**config.mk**
```make
export PLATFORM = sky130hd
export DESIGN_NAME = voxel_face_cull_ambient_occlusion_top
export DESIGN_NICKNAME = d
export VERILOG_FILES = /design/src/rtl/vfao_pkg.sv /design/src/rtl/vfao_face_unit.sv /design/src/rtl/voxel_face_cull_ambient_occlusion_top.sv
export SDC_FILE = /design/constraint.sdc
export NUM_CORES = 1
export LEC_CHECK = 0
export ABC_AREA = 1
export BUFFER_PORTS_ARGS = -buffer_cell sky130_fd_sc_hd__clkbuf_2
export CAP_MARGIN = 5
export CELL_PAD_IN_SITES_DETAIL_PLACEMENT = 1
export CELL_PAD_IN_SITES_GLOBAL_PLACEMENT = 1
export CORE_MARGIN = 4
export CORE_UTILIZATION = 35
export DETAILED_ROUTE_END_ITERATION = 16
export HOLD_SLACK_MARGIN = 0.05
export PLACE_DENSITY_LB_ADDON = 0.05
export SETUP_SLACK_MARGIN = 0.15
export SYNTH_ARGS = -nofsm -noshare
export SYNTH_HDL_FRONTEND = slang
export SYNTH_SLANG_ARGS = --single-unit
```
**constraint.sdc**
```tcl
create_clock -name clk -period 6.4 [get_ports clk]
set_input_delay 0.32 -clock clk [delete_from_list [all_inputs] [get_ports clk]]
set_output_delay 0.32 -clock clk [all_outputs]
set_load 0.02 [all_outputs]
```
**src/rtl/vfao_pkg.sv**
```systemverilog
`default_nettype none

package vfao_pkg;

  localparam int CHUNK_EDGE  = 16;
  localparam int COORD_W     = 4;
  localparam int MASK_W      = 27;
  localparam int DIR_W       = 3;
  localparam int OCCL_W      = 2;
  localparam int NUM_FACES   = 6;
  localparam int NUM_CORNERS = 4;
  localparam int CENTRE_BIT  = 13;
  localparam int CELL_W      = 5;
  localparam int IN_TDATA_W  = 40;
  localparam int OUT_TDATA_W = 24;

  // Corner selectors for the side and corner cells of one face corner
  localparam int SEL_SIDE1  = 0;
  localparam int SEL_SIDE2  = 1;
  localparam int SEL_CORNER = 2;

  // Unit-cell corner positions of each face quad, in face order +x,+y,+z,-x,-y,-z
  localparam bit QUAD_CORNER [NUM_FACES][NUM_CORNERS][3] = '{
    '{'{1, 0, 1}, '{1, 0, 0}, '{1, 1, 0}, '{1, 1, 1}},
    '{'{0, 1, 1}, '{1, 1, 1}, '{1, 1, 0}, '{0, 1, 0}},
    '{'{0, 0, 1}, '{1, 0, 1}, '{1, 1, 1}, '{0, 1, 1}},
    '{'{0, 0, 0}, '{0, 0, 1}, '{0, 1, 1}, '{0, 1, 0}},
    '{'{0, 0, 0}, '{1, 0, 0}, '{1, 0, 1}, '{0, 0, 1}},
    '{'{1, 0, 0}, '{0, 0, 0}, '{0, 1, 0}, '{1, 1, 0}}
  };

  // One result item, x in the lowest bits
  typedef struct packed {
    logic                                  diag_flip;
    logic [NUM_CORNERS-1:0][OCCL_W-1:0]    occl;
    logic [DIR_W-1:0]                      face_dir;
    logic [COORD_W-1:0]                    out_z;
    logic [COORD_W-1:0]                    out_y;
    logic [COORD_W-1:0]                    out_x;
  } out_item_t;

  // Normal offset of face d along axis a
  function automatic int normal_off(int d, int a);
    int axis;
    int sgn;
    axis = (d < 3) ? d : d - 3;
    sgn  = (d < 3) ? 1 : -1;
    return (axis == a) ? sgn : 0;
  endfunction

  // Mask bit of the cell at offset (ox, oy, oz)
  function automatic logic [CELL_W-1:0] cell_bit(int ox, int oy, int oz);
    return CELL_W'((ox + 1) * 9 + (oy + 1) * 3 + (oz + 1));
  endfunction

  // Mask bit of the air neighbour in front of face d
  function automatic logic [CELL_W-1:0] face_cell(int d);
    return cell_bit(normal_off(d, 0), normal_off(d, 1), normal_off(d, 2));
  endfunction

  // Mask bit of side one, side two or the corner cell of corner k on face d
  function automatic logic [CELL_W-1:0] corner_cell(int d, int k, int sel);
    int off [3];
    int axis;
    int n;
    int s;
    axis = 0;
    for (int a = 0; a < 3; a++) begin
      n = normal_off(d, a);
      off[a] = n;
      if (n == 0) begin
        s = QUAD_CORNER[d][k][a] ? 1 : -1;
        if (sel == SEL_CORNER || (sel == SEL_SIDE1 && axis == 0) ||
            (sel == SEL_SIDE2 && axis == 1)) begin
          off[a] = off[a] + s;
        end
        axis++;
      end
    end
    return cell_bit(off[0], off[1], off[2]);
  endfunction

  // Occlusion level from two sides and a corner, 3 is fully lit
  function automatic logic [OCCL_W-1:0] occl_level(logic s1, logic s2, logic c);
    logic [OCCL_W-1:0] cnt;
    cnt = OCCL_W'(s1) + OCCL_W'(s2) + OCCL_W'(c);
    return (s1 && s2) ? '0 : OCCL_W'(3) - cnt;
  endfunction

endpackage

`default_nettype wire

```
**src/rtl/vfao_face_unit.sv**
```systemverilog
`default_nettype none

module vfao_face_unit (
  input  wire logic [vfao_pkg::MASK_W-1:0]                          mask,
  input  wire logic [vfao_pkg::DIR_W-1:0]                           face_dir,
  output logic [vfao_pkg::NUM_CORNERS-1:0][vfao_pkg::OCCL_W-1:0]    occl,
  output logic                                                      diag_flip
);
  import vfao_pkg::*;

  logic [NUM_FACES-1:0][NUM_CORNERS-1:0][OCCL_W-1:0] lvl;
  logic [OCCL_W:0] sum_02;
  logic [OCCL_W:0] sum_13;

  // Form every corner level of every face from fixed mask taps
  for (genvar d = 0; d < NUM_FACES; d++) begin : g_face
    for (genvar k = 0; k < NUM_CORNERS; k++) begin : g_corner
      localparam logic [CELL_W-1:0] B1 = corner_cell(d, k, SEL_SIDE1);
      localparam logic [CELL_W-1:0] B2 = corner_cell(d, k, SEL_SIDE2);
      localparam logic [CELL_W-1:0] BC = corner_cell(d, k, SEL_CORNER);
      assign lvl[d][k] = occl_level(mask[B1], mask[B2], mask[BC]);
    end
  end

  // Select the levels of the requested face
  always_comb begin
    occl = lvl[0];
    for (int d = 1; d < NUM_FACES; d++) begin
      if (face_dir == DIR_W'(d)) begin
        occl = lvl[d];
      end
    end
  end

  // Flip the quad diagonal when corners 0 and 2 are at least as bright as 1 and 3
  assign sum_02    = {1'b0, occl[0]} + {1'b0, occl[2]};
  assign sum_13    = {1'b0, occl[1]} + {1'b0, occl[3]};
  assign diag_flip = (sum_02 >= sum_13);

endmodule

`default_nettype wire

```
**src/rtl/voxel_face_cull_ambient_occlusion_top.sv**
```systemverilog
// A voxel's face results pass through the hold registers, then the result register.
// One face result per cycle while the output is not stalled; a voxel holds the face
//   sequencer until its last exposed face is emitted, and the next voxel is taken in that same cycle.
// Voxels with an air centre or no exposed face are absorbed without any face result.
// Reset (rst_n low, synchronous) clears the sequencer and output valid flags.
`default_nettype none

module voxel_face_cull_ambient_occlusion_top (
  input  wire logic                               clk,
  input  wire logic                               rst_n,
  input  wire logic                               in_tvalid,
  output logic                                    in_tready,
  // voxel_x[3:0], voxel_y[7:4], voxel_z[11:8], neighbour_solid[38:12], zero[39]
  input  wire logic [vfao_pkg::IN_TDATA_W-1:0]    in_tdata,
  output logic                                    out_tvalid,
  input  wire logic                               out_tready,
  // out_x[3:0], out_y[7:4], out_z[11:8], face_dir[14:12], occl_0[16:15],
  // occl_1[18:17], occl_2[20:19], occl_3[22:21], diag_flip[23]
  output logic [vfao_pkg::OUT_TDATA_W-1:0]        out_tdata,
  output logic                                    out_tlast
);
  import vfao_pkg::*;

  logic [COORD_W-1:0]   in_x;
  logic [COORD_W-1:0]   in_y;
  logic [COORD_W-1:0]   in_z;
  logic [MASK_W-1:0]    in_mask;
  logic [NUM_FACES-1:0] in_exposed;
  logic                 in_xfer;

  logic                 hold_vld_r, hold_vld_nxt;
  logic [NUM_FACES-1:0] pend_r, pend_nxt;
  logic [COORD_W-1:0]   hold_x_r, hold_y_r, hold_z_r;
  logic [MASK_W-1:0]    hold_mask_r;

  logic [DIR_W-1:0]     cur_dir;
  logic [NUM_FACES-1:0] cur_onehot;
  logic [NUM_FACES-1:0] remaining;
  logic                 emit;

  logic [NUM_CORNERS-1:0][OCCL_W-1:0] cur_occl;
  logic                 cur_flip;

  logic                 out_vld_r, out_vld_nxt;
  out_item_t            out_data_r;
  logic                 out_last_r;

  // Unpack the input transfer
  assign in_x    = COORD_W'(in_tdata[COORD_W-1:0] % CHUNK_EDGE);
  assign in_y    = COORD_W'(in_tdata[2*COORD_W-1:COORD_W] % CHUNK_EDGE);
  assign in_z    = COORD_W'(in_tdata[3*COORD_W-1:2*COORD_W] % CHUNK_EDGE);
  assign in_mask = in_tdata[3*COORD_W+MASK_W-1:3*COORD_W];

  // Mark faces whose neighbour is air, none when the centre is air
  always_comb begin
    for (int d = 0; d < NUM_FACES; d++) begin
      in_exposed[d] = in_mask[CENTRE_BIT] & ~in_mask[face_cell(d)];
    end
  end

  // Pick the lowest pending face
  always_comb begin
    cur_dir    = '0;
    cur_onehot = '0;
    for (int d = NUM_FACES - 1; d >= 0; d--) begin
      if (pend_r[d]) begin
        cur_dir    = DIR_W'(d);
        cur_onehot = NUM_FACES'(1) << d;
      end
    end
  end

  assign remaining = pend_r & ~cur_onehot;
  assign emit      = hold_vld_r && (!out_vld_r || out_tready);
  assign in_tready = !hold_vld_r || (emit && (remaining == '0));
  assign in_xfer   = in_tvalid && in_tready;

  vfao_face_unit u_face (
    .mask      (hold_mask_r),
    .face_dir  (cur_dir),
    .occl      (cur_occl),
    .diag_flip (cur_flip)
  );

  // Advance the face sequencer
  always_comb begin
    hold_vld_nxt = hold_vld_r;
    pend_nxt     = pend_r;
    if (in_xfer) begin
      hold_vld_nxt = |in_exposed;
      pend_nxt     = in_exposed;
    end else if (emit) begin
      hold_vld_nxt = |remaining;
      pend_nxt     = remaining;
    end
  end

  // Drop the output valid once taken, raise it on each face
  always_comb begin
    out_vld_nxt = out_vld_r;
    if (emit) begin
      out_vld_nxt = 1'b1;
    end else if (out_tready) begin
      out_vld_nxt = 1'b0;
    end
  end

  // Control state
  always_ff @(posedge clk) begin
    if (!rst_n) begin
      hold_vld_r <= 1'b0;
      pend_r     <= '0;
      out_vld_r  <= 1'b0;
    end else begin
      hold_vld_r <= hold_vld_nxt;
      pend_r     <= pend_nxt;
      out_vld_r  <= out_vld_nxt;
    end
  end

  // Hold the voxel being worked on
  always_ff @(posedge clk) begin
    if (in_xfer) begin
      hold_x_r    <= in_x;
      hold_y_r    <= in_y;
      hold_z_r    <= in_z;
      hold_mask_r <= in_mask;
    end
  end

  // Load the result register
  always_ff @(posedge clk) begin
    if (emit) begin
      out_data_r.out_x     <= hold_x_r;
      out_data_r.out_y     <= hold_y_r;
      out_data_r.out_z     <= hold_z_r;
      out_data_r.face_dir  <= cur_dir;
      out_data_r.occl      <= cur_occl;
      out_data_r.diag_flip <= cur_flip;
      out_last_r           <= (remaining == '0);
    end
  end

  assign out_tvalid = out_vld_r;
  assign out_tdata  = out_data_r;
  assign out_tlast  = out_last_r;

endmodule

`default_nettype wire

```
# Yosys cells after proc, flatten, opt, wreduce, memory -nomap -nowiden
# Cells that the tools add are included.
word_totals:
  ff_bits: 72
  input_bits: 44
  output_inout_bits: 27
  wordCells: 194
classes:
  addsub: 74
  n_lt_le_gt_ge: 1
  eq_ne: 5
  muxes: 47
  bitwise: 14
  reduce_logical: 36
op_table:
  columns: ["cell", "n"]
  rows:
  - ["adder 1 x 1 -> 2 bit", 24]
  - ["adder 2 x 1 -> 2 bit", 24]
  - ["2-to-1 mux 2 bit", 24]
  - ["2-to-1 mux 6 bit", 8]
  - ["subtractor 2 bit (first input constant)", 24]
  - ["2-to-1 mux 8 bit", 5]
  - ["logical AND 1 bit", 27]
  - ["2-to-1 mux 3 bit", 6]
  - ["OR reduction 6 bit", 2]
  - ["adder 2 x 2 -> 3 bit", 2]
  - ["AND 1 bit", 6]
  - ["AND 6 bit", 1]
  - ["equality test 3 x 2 -> 1 bit (second input constant)", 2]
  - ["equality test 3 bit (second input constant)", 2]
  - ["logical NOT 6 bit", 1]
  - ["NOT 1 bit", 6]
  - ["NOT 6 bit", 1]
  - ["2-to-1 mux 1 bit", 4]
  - ["nonzero test 2 bit", 2]
  - ["equality test 3 x 1 -> 1 bit (second input constant)", 1]
  - ["greater-or-equal comparator 3 bit", 1]
  - ["logical NOT 1 bit", 2]
  - ["logical OR 1 bit", 2]

# Depth between registers and ports, before layout
# Gate-level depths: netlist (run 1).
logic_depth:
  word_depth: 14
  ltp_mapped: 18
  ltp_nobuf: 18

# Cells and area by module
# From an unflattened synthesis (run 1), not the netlist that was laid out.
hier_totals:
  hier_cells: 359
  area_unflattened_um2: 4048.9
by_module_without_submodules:
  columns: ["module", "n_inst", "cells_each", "area_per_inst_um2", "seq_area_each_um2"]
  rows:
  - ["voxel_face_cull_ambient_occlusion_top", 1, 157, 2528.7, 2082.0]
  - ["vfao_face_unit", 1, 202, 1520.2, 0.0]

# Worst setup path after synthesis (run 1)
# No wires, ideal clock.
synth_timing:
  path_kind: "register to register"
  from: "register hold_vld_r"
  to: "register hold_mask_r[0], enable pin"
  setup_ps: 401
  t_arrival_ps: 2677
  required_ps: 5999
  slack_ps: 3322
  stages_incl_launch_ff: 6
  path_buffers: 1
  period_less_slack_ps: 3078
  path_cell_list: "dfxtp_1 > buf_2 > inv_1 > nor2_2 > nand4_2 > a21oi_2"
synth_via:
  elab_chain_len: 4
  word_cells_on_any_way: 5
  cone_classes: "reduce/logical (5)"
synth_lines:
  columns: ["item", "line_no", "text"]
  rows:
  - ["start: declaration", "voxel_face_cull_ambient_occlusion_top.sv:31", "logic hold_vld_r, hold_vld_nxt;"]
  - ["start signal: assignment", "voxel_face_cull_ambient_occlusion_top.sv:115", "hold_vld_r <= hold_vld_nxt;"]
  - ["logical AND 1 bit", "voxel_face_cull_ambient_occlusion_top.sv:74", "assign emit = hold_vld_r && (!out_vld_r || out_tready);"]
  - ["via emit", "voxel_face_cull_ambient_occlusion_top.sv:39", "logic emit;"]
  - ["logical AND 1 bit", "voxel_face_cull_ambient_occlusion_top.sv:75", "assign in_tready = !hold_vld_r || (emit && (remaining == '0));"]
  - ["logical OR 1 bit", "voxel_face_cull_ambient_occlusion_top.sv:75", null]
  - ["logical AND 1 bit", "voxel_face_cull_ambient_occlusion_top.sv:76", "assign in_xfer = in_tvalid && in_tready;"]
  - ["via in_xfer", "voxel_face_cull_ambient_occlusion_top.sv:29", "logic in_xfer;"]
  - ["end signal: assignment", "voxel_face_cull_ambient_occlusion_top.sv:127", "hold_mask_r <= in_mask;"]
  - ["end: declaration", "voxel_face_cull_ambient_occlusion_top.sv:34", "logic [MASK_W-1:0] hold_mask_r;"]
# The timed path passes the listed nets, and every way through them passes these cells.
# A chain may end at the register's enable or synchronous reset.

==> results.py, run 1 <==
metrics = {
    "outcome": {
        "outcome": "finished, final reports clean",
    },
    "detailed_routing": {
        "drc": 0,
        "routed_via_density": 4.73,
        "routedWlPerCell_um": 16.4,
        "num_vias": 2713,
        "top_layer": "met4",
        "drt-met1-wl_um": 4160,
        "final_antenna_net_count": 0,
        "wl_met2_um": 4480,
        "drtIter0Drc": 108,
        "finalWirelength_um": 9400,
        "met3RoutedLength_um": 546,
        "drt-pass1-iter-count": 6,
    },
    "timing": {
        "timing.hold.ws_ns": 0.145,
        "setup_viol": 0,
        "clock.fmax_mhz": 289,
        "slew_violations": 0,
        "slew-limit-headroom_pct": 25.9,
        "tightest_slew_ns": 1.11,
        "fin_crit_ns": 3.46,
        "post-route-period-util_pct": 54.1,
        "finalClockSkew_ns": 0.0114,
        "tns_ns": 0,
        "rsz0062_at_grt": "false",
        "hold_viol": 0,
    },
    "synthesis": {
        "yosysSeqAreaShare_pct": 48.6,
        "yosysUniqueCellTypes": 32,
        "synth_area_um2": 3850,
        "syn-num-nets": 436,
        "syn_area_per_cell_um2": 11.0,
        "postSynth.asyncResetShare_pct": 0,
        "ys_ff_latch": 65,
        "yosysWarnings": 0,
        "synthCells": 351,
        "synth_edf_count": 57,
        "synthFlopType": "edfxtp_1",
    },
    "die": {
        "coreArea_um2": 10800,
        "start_util_pct": 35.7,
        "chipHeight_um": 113,
        "ioPinCount": 71,
        "dieArea_um2": 12800,
        "num_rows": 38,
        "die_w_um": 113,
    },
    "cts": {
        "path_clk_slew_ns": 0.08,
        "cts_resized": 0,
        "post_cts_buffers": 0,
        "clock_sinks": 65,
        "insertion_delay_ns": 0.35,
        "cts_tree": "yes",
        "cts.htree.levels": 3,
        "hold_buffers": 0,
        "numCtsBuffers": 9,
        "clockBufferDepth": 2,
        "root_buffer": "clkbuf_8",
    },
    "cells_and_area": {
        "drive_gt1_share_pct": 23.1,
        "fin_cells": 573,
        "diodes": 0,
        "synthToLayoutAreaGrowth_pct": 18.4,
        "final_cell_mix": "clkbuf_2, nand2_1, edfxtp_1, inv_1, fa_1",
        "nFillCells": 1245,
        "final_common_cell": "clkbuf_2",
        "num-nets-final": 514,
    },
    "critical_path": {
        "cp-start-kind": "flop",
        "required_ns": 6.50,
        "end_kind": "flop",
        "path_class": "flop to flop",
        "worst-path-max-fanout": 6,
        "arrival_ns": 3.56,
    },
    "power_and_ir_drop": {
        "leakagePower_nw": 1.99,
        "cellPowerDensity_nw_per_um2": 256,
        "vdd_ir_drop_max_mv": 0.125,
    },
    "place": {
        "dp_hpwl_um": 7300,
        "port_buffers": 69,
        "placedCellCount": 558,
        "gp_congestion": 0.777,
    },
    "global_routing": {
        "grt_max_degree": 34,
        "first_global_vias": 2999,
        "grt_usage_pct": 16.1,
        "grt_overflow": 0,
        "antenna_found_initial": 0,
        "grt_pass1_wl_um": 15800,
    },
    "worst_hold_path": {
        "hp-class": "input pin to flop",
    },
    "run": {
        "max_cap_violations": 0,
    },
}
## worst paths after layout
path / startpoint / endpoint / slack (ns) / cells past startpoint
setup / recovery: hold_mask_r[15]$_DFFE_PP_ / out_tdata[23]$_DFFE_PP_ / 2.94 / 14
hold reg to reg: hold_x_r[2]$_DFFE_PP_ / out_tdata[2]$_DFFE_PP_ / 0.42 / 0
setup reg to reg: hold_mask_r[15]$_DFFE_PP_ / out_tdata[23]$_DFFE_PP_ / 2.94 / 14
hold / removal: in_tdata[30] / hold_mask_r[18]$_DFFE_PP_ / 0.14 / 1
## cell families (layout without fill, tap and decap cells)
group	after synthesis	in the layout	share of synthesized area [%]
AND/OR/NAND/NOR	126	126	15.6
flip-flops	65	65	48.6
AO/OA/AOI/OAI	61	61	9.64
buffers and inverters	58	140	5.88
adder cells (fa/ha/maj)	41	41	20.3
## metrics by stage
| step | util, % | power [mW] | setup WS, ns | cell area (µm²) |
|---|---|---|---|---|
| 5_1_grt | 42.3 | 1.25 | 2.68 | 4560 |
| 3_3_place_gp | 40.5 | 0.823 | 2.94 | 4370 |
| 3_5_place_dp | 40.5 | 0.838 | 2.94 | 4370 |
| 6_report | 42.3 | 1.17 | 2.94 | 4560 |
| 4_1_cts | 42.3 | 1.19 | 2.92 | 4560 |
| 2_1_floorplan | - | 0.736 | 3.32 | 3850 |
## cell usage after synthesis, types with 2 or more instances
library cell	number	share of area, %
nand4_1	8	1.3
a21oi_1	21	2.7
nand2_1	61	5.9
o21bai_1	5	0.97
dfxtp_1	8	4.2
a21oi_2	2	0.45
inv_1	54	5.3
nor2_1	18	1.8
nor2_2	2	0.32
a21boi_0	6	1.2
edfxtp_1	57	44
o211ai_1	9	1.8
o21ai_0	14	1.8
fa_1	36	19
nand2_2	2	0.32
nand3_1	26	3.4
ha_1	5	1.6
nor2_4	3	0.88
## worst max-delay path, cell delays in order (launching register included)
cell	delay (ns)
edfxtp_1	0.52
inv_1	0.20
fa_1	0.56
a21boi_0	0.22
nand4_1	0.12
nand3_1	0.10
nand2_1	0.06
nand2_1	0.06
a21oi_1	0.06
nor2_1	0.21
ha_1	0.20
fa_1	0.42
ha_1	0.33
nand3_1	0.08
o211ai_1	0.08
## sequential cells by signal (all words and copies together), names as in the netlist
register and cells:
hold_mask_r 20, hold_vld_r 1, hold_x_r 4, hold_y_r 4, hold_z_r 4, out_tdata 24
out_tlast 1, out_tvalid 1, pend_r 6
## cell type report
type                            instances  area (µm²)  area share [%]
Tap cell                              140         175            3.84
Multi-Input combinational cell        228        1760            38.6
Clock buffer                            9         124            2.72
Clock inverter                          6        68.8            1.51
Sequential cell                        65        1870            41.0
Timing Repair Buffer                   70         353            7.73
Inverter                               55         206            4.53
## routing by layer
metal / global-route usage [%] / vias to the layer above
li1: - / 1330
met1: 20.6 / 1311
met2: 25.3 / 58
met3: 4.55 / 14
met4: 7.37 / 0
met5: 0 / -
## report_power, final
group          switching (mW)  leakage, nW  internal (mW)
sequential             0.0269        0.607          0.509
clock                   0.166       0.0957          0.180
combinational           0.181         1.28          0.106
No activity file was read; power rests on OpenSTA's default activity.
==> run 2, diff against run 1 <==
==> constraint.sdc (replaced) <==
create_clock -name clk -period 3.15 [get_ports clk]
set_input_delay 0.1575 -clock clk [delete_from_list [all_inputs] [get_ports clk]]
set_output_delay 0.1575 -clock clk [all_outputs]
set_load 0.02 [all_outputs]
==> run 2 against run 1 <==
Net effect:
- critical endpoint unchanged
- sequential share of layout area shrank 7.9 points
- combinational power grew to 3.1 times the previous value
- highest routed layer unchanged
- non-clock buffer count grew 107
==> results.py, run 2 (synthesized netlist as in run 1, its figures left out) <==
metrics = {
    "outcome": {
        "outcome": "finished, final reports clean",
    },
    "cells_and_area": {
        "drive_gt1_share_pct": 39.2,
        "final_common_cell": "buf_4",
        "synthToLayoutAreaGrowth_pct": 46.5,
        "nFillCells": 1194,
        "final_cell_mix": "buf_4, clkbuf_2, edfxtp_1, nand2_1, inv_1",
        "fin_util_pct": 52.3,
        "largest_reg_flops": 24,
        "diodes": 0,
        "num-nets-final": 621,
    },
    "critical_path": {
        "cp_top_family": "adder cells",
        "crit_path_cell_trace": "buf_4, fa_1, a21oi_1, nand4_1, nand3_2, nand2_1, nand3_1, nand3_1, nand2_2, ha_4, fa_2, ha_4, nand2_1, o211ai_1",
        "startpoint": "hold_mask_r[8]$_DFFE_PP_",
        "slowest_delay_ns": 0.59,
        "path_class": "flop to flop",
        "cp-start-kind": "flop",
        "arrival_ns": 3.13,
        "rr_startpoint": "hold_mask_r[8]$_DFFE_PP_",
        "required_ns": 3.25,
        "worst-path-max-fanout": 3,
        "cp_slowest_cell": "fa_2",
        "end_kind": "flop",
        "cp.buffers_inverters": 1,
    },
    "worst_hold_path": {
        "hp-class": "input pin to flop",
        "hp-start": "rst_n",
    },
    "cts": {
        "clock_sinks": 65,
        "cts.htree.levels": 3,
        "root_buffer": "clkbuf_8",
        "insertion_delay_ns": 0.35,
        "cts_tree": "yes",
        "clockBufferDepth": 2,
        "numCtsBuffers": 9,
        "path_clk_slew_ns": 0.08,
    },
    "global_routing": {
        "grt_overflow": 0,
        "grt_usage_pct": 18.0,
        "grt_max_degree": 32,
        "first_global_vias": 3463,
        "antenna_found_initial": 0,
        "grt_pass1_wl_um": 17800,
    },
    "timing": {
        "timing.hold.ws_ns": 0.0954,
        "fin_crit_ns": 3.03,
        "setup_viol": 0,
        "rsz0062_at_grt": "true",
        "hold_viol": 0,
        "finalClockSkew_ns": 0.0112,
        "post-route-period-util_pct": 96.2,
        "slew_violations": 0,
        "clock.fmax_mhz": 330,
        "slew-limit-headroom_pct": 70.3,
        "tns_ns": 0,
        "tightest_slew_ns": 0.445,
    },
    "place": {
        "dp_hpwl_um": 7870,
        "gp_congestion": 0.801,
        "port_buffers": 69,
    },
    "power_and_ir_drop": {
        "leakagePower_nw": 2.53,
        "cellPowerDensity_nw_per_um2": 507,
        "vdd_ir_drop_max_mv": 0.348,
    },
    "die": {
        "chipHeight_um": 113,
        "die_w_um": 113,
        "num_rows": 38,
        "coreArea_um2": 10800,
        "dieArea_um2": 12800,
        "ioPinCount": 71,
        "start_util_pct": 35.7,
    },
    "detailed_routing": {
        "routedWlPerCell_um": 16.2,
        "drtIter0Drc": 75,
        "routed_via_density": 4.66,
        "drc": 0,
        "num_vias": 3175,
        "final_antenna_net_count": 0,
        "drt-pass1-iter-count": 4,
        "finalWirelength_um": 11100,
    },
    "run": {
        "max_cap_violations": 0,
    },
}
-- run 2: power by group --
part | total, mW | internal [mW] | switching, mW
logic | 0.889 | 0.421 | 0.468
registers | 1.07 | 1.03 | 0.0402
clock network | 0.902 | 0.534 | 0.368
-- run 2: worst paths after layout --
| check | endpoint | slack, ns | depth (start not counted) |
|---|---|---|---|
| setup / recovery | out_tdata[23]$_DFFE_PP_ | 0.12 | 14 |
| hold / removal | pend_r[3]$_SDFFE_PN0P_ | 0.1 | 3 |
| setup reg to reg | out_tdata[23]$_DFFE_PP_ | 0.12 | 14 |
| hold reg to reg | out_tdata[10]$_DFFE_PP_ | 0.42 | 0 |
-- run 2: timing repair --
action | in CTS | in global routing
setup buffers | 5 | 15
endpoints found under the setup margin | 1 | 1
gates resized for setup | 24 | 24
pin swaps | 10 | 21
endpoints found under the hold margin | 32 | 0
hold buffers | 32 | 0
-- run 2: layout make-up --
type / instances / area (µm²) / share of cell area (%)
multi-input cells: 228 / 1890 / 33.4
flip-flops and latches: 65 / 1870 / 33.2
repair buffers: 177 / 1260 / 22.3
inverters: 55 / 206 / 3.66
well taps: 140 / 175 / 3.10
clock inverters: 7 / 125 / 2.22
clock buffers: 9 / 124 / 2.19
-- run 2: metal layers --
metal  vias up  GRT usage [%]  routed length [µm]
li1       1545              -                   -
met1      1546           24.1                4960
met2        74           29.6                5520
met3        10           3.85                 451
met4         0           5.05                 128
met5         -              0                   0
-- run 2: through the flow --
stage               worst slack, ns  total power, mW  std cells  cell area, µm²
finish                        0.120             2.86        681            5650
floorplan                     0.158             1.50        351            3860
global placement            0.00719             1.76        613            4790
detailed placement          -0.0146             1.78        613            4790
global route               -0.00549             3.05        681            5650
CTS                          0.0932             2.80        666            5450
-- run 2: tightest hold or removal path, stage by stage --
cell and delay (ns):
clkbuf_2 0.14, nand2_1 0.08, inv_1 0.03
==> run 3, diff against run 2 <==
==> constraint.sdc (replaced) <==
create_clock -name clk -period 2.7 [get_ports clk]
set_input_delay 0.135 -clock clk [delete_from_list [all_inputs] [get_ports clk]]
set_output_delay 0.135 -clock clk [all_outputs]
set_load 0.02 [all_outputs]
==> run 3 against run 2 <==
Net effect:
- the flow now finishes with violations (negative setup slack)
- non-clock buffer count rose by 19
- sequential power rose by 16%
- cell area rose by 1.8%
- critical endpoint unchanged
- largest power group unchanged
==> results.py, run 3 (synthesized netlist as in run 1, its figures left out) <==
metrics = {
    "place": {
        "post-place-ws_ns": -0.501,
        "dp_hpwl_um": 8760,
        "port_buffers": 69,
        "gp_congestion": 0.855,
        "placedCellCount": 646,
    },
    "cts": {
        "root_buffer": "clkbuf_8",
        "clockBufferDepth": 2,
        "clock_sinks": 65,
        "cts.htree.levels": 3,
        "cts_tree": "yes",
        "numCtsBuffers": 9,
        "path_clk_slew_ns": 0.08,
        "insertion_delay_ns": 0.35,
    },
    "cells_and_area": {
        "final_common_cell": "buf_4",
        "drive_gt1_share_pct": 40.2,
        "synthToLayoutAreaGrowth_pct": 49.1,
        "fin_util_pct": 53.2,
        "num-nets-final": 640,
        "fin_cells": 700,
        "diodes": 0,
        "final_cell_mix": "buf_4, clkbuf_2, nand2_1, edfxtp_1, inv_1",
        "largest_reg_flops": 24,
    },
    "timing": {
        "slew-limit-headroom_pct": 72.5,
        "timing.hold.ws_ns": 0.0783,
        "slew_violations": 0,
        "fin_crit_ns": 3.08,
        "fin_ws_ns": -0.377,
        "setup_viol": 1,
        "clock.fmax_mhz": 325,
        "hold_viol": 0,
        "tightest_slew_ns": 0.413,
        "finalClockSkew_ns": 0.0117,
        "post-route-period-util_pct": 114,
        "rsz0062_at_grt": "true",
    },
    "critical_path": {
        "rr_endpoint": "out_tdata[23]$_DFFE_PP_",
        "crit_path_cell_trace": "buf_4, buf_4, fa_1, a21oi_1, nand2_1, nand2_1, a21oi_1, nor2_2, ha_4, inv_2, fa_1, ha_4, a21oi_1, o211ai_1",
        "r2r_cells": 14,
        "r2r_slack_ns": -0.38,
        "required_ns": 2.80,
        "arrival_ns": 3.18,
        "slowest_delay_ns": 0.45,
        "end_kind": "flop",
        "cp-endpoint": "out_tdata[23]$_DFFE_PP_",
        "crit_path_frequent_cell": "a21oi_1",
        "cp_slowest_cell": "fa_1",
        "cp-start-kind": "flop",
        "rr_startpoint": "hold_mask_r[6]$_DFFE_PP_",
        "cp.buffers_inverters": 3,
        "worst-path-max-fanout": 3,
        "startpoint": "hold_mask_r[6]$_DFFE_PP_",
        "path_class": "flop to flop",
        "cp_top_family": "adder cells",
        "path_depth": 14,
    },
    "power_and_ir_drop": {
        "p_total_mw": 3.24,
        "vdd_ir_drop_max_mv": 0.361,
        "leakagePower_nw": 2.59,
        "cellPowerDensity_nw_per_um2": 565,
    },
    "detailed_routing": {
        "finalWirelength_um": 11600,
        "drtIter0Drc": 140,
        "final_antenna_net_count": 0,
        "routed_via_density": 4.67,
        "drt-pass1-iter-count": 4,
        "num_vias": 3270,
        "routedWlPerCell_um": 16.6,
        "drc": 0,
    },
    "global_routing": {
        "first_global_vias": 3639,
        "antenna_found_initial": 0,
        "grt_pass1_wl_um": 19200,
        "grt_max_degree": 32,
        "grt_usage_pct": 19.6,
        "grt_overflow": 0,
    },
    "outcome": {
        "outcome": "finished, violations left",
        "violations": "negative setup slack",
    },
    "die": {
        "coreArea_um2": 10800,
        "chipHeight_um": 113,
        "ioPinCount": 71,
        "die_w_um": 113,
        "dieArea_um2": 12800,
        "start_util_pct": 35.7,
        "num_rows": 38,
    },
    "worst_hold_path": {
        "hp-start": "rst_n",
        "hp-class": "input pin to flop",
    },
    "run": {
        "max_cap_violations": 0,
    },
}
[run 3: cell types whose count changed in the layout (fill, tap and decap cells not counted), sizes merged]
| cell | before | now |
|---|---|---|
| bufinv | 3 | 1 |
| buf | 76 | 95 |
| inv | 57 | 59 |
| clkinvlp | 0 | 1 |
| clkinv | 2 | 1 |
[run 3: repair_timing]
action                                  4_1_cts  5_1_grt
hold endpoints to repair                     32        0
endpoints found under the setup margin        1        1
pin swaps                                     4       17
setup buffers                                 2        4
hold buffers                                 32        0
resized for setup                            11       28
[run 3: area by class of cell]
| cell class | count | area, µm² |
|---|---|---|
| flip-flops and latches | 65 | 1870 |
| repair buffers | 196 | 1400 |
| clock inverters | 7 | 83.8 |
| clock buffers | 9 | 124 |
| multi-input cells | 228 | 1880 |
| fillers | 1200 | 5050 |
| well taps | 140 | 175 |
| inverters | 55 | 211 |
[run 3: worst min-delay path by stage]
stage / end / slack [ns] / cells after the start
detailed placement: hold_x_r[2]$_DFFE_PP_ / 0.31 / 1
finish: pend_r[4]$_SDFFE_PN0P_ / 0.08 / 3
global placement: hold_z_r[2]$_DFFE_PP_ / 0.31 / 1
CTS: pend_r[4]$_SDFFE_PN0P_ / 0.07 / 3
global route: pend_r[4]$_SDFFE_PN0P_ / 0.07 / 3
floorplan: pend_r[1]$_SDFFE_PN0P_ / 0.23 / 2
[run 3: layer usage]
metal / up-vias / track usage [%] / routed length [µm]
met5: - / 0 / 0
met4: 0 / 5.05 / 161
met3: 17 / 4.44 / 656
met2: 92 / 32.0 / 5560
met1: 1585 / 26.5 / 5270
li1: 1576 / - / -
[run 3: through the flow]
step	setup TNS (ns)	cell area, µm²
floorplan	-0.274	3870
global placement	-0.361	5050
detailed placement	-0.501	5050
CTS	-0.412	5620
global route	-0.484	5740
finish	-0.377	5740
[run 3: worst reg2reg max path, stage by stage, from the launching register on]
cell	delay, ns
edfxtp_1	0.40
buf_4	0.15
buf_4	0.12
fa_1	0.44
a21oi_1	0.22
nand2_1	0.09
nand2_1	0.08
a21oi_1	0.07
nor2_2	0.14
ha_4	0.15
inv_2	0.04
fa_1	0.45
ha_4	0.26
a21oi_1	0.13
o211ai_1	0.09
[run 3: where the power goes]
| group | internal (mW) | switching [mW] | leakage [nW] | total [mW] |
|---|---|---|---|---|
| Clock | 0.444 | 0.449 | 0.103 | 0.894 |
| Combinational | 0.521 | 0.586 | 1.88 | 1.11 |
| Sequential | 1.20 | 0.0406 | 0.607 | 1.24 |
| Total | 2.17 | 1.08 | 2.59 | 3.24 |
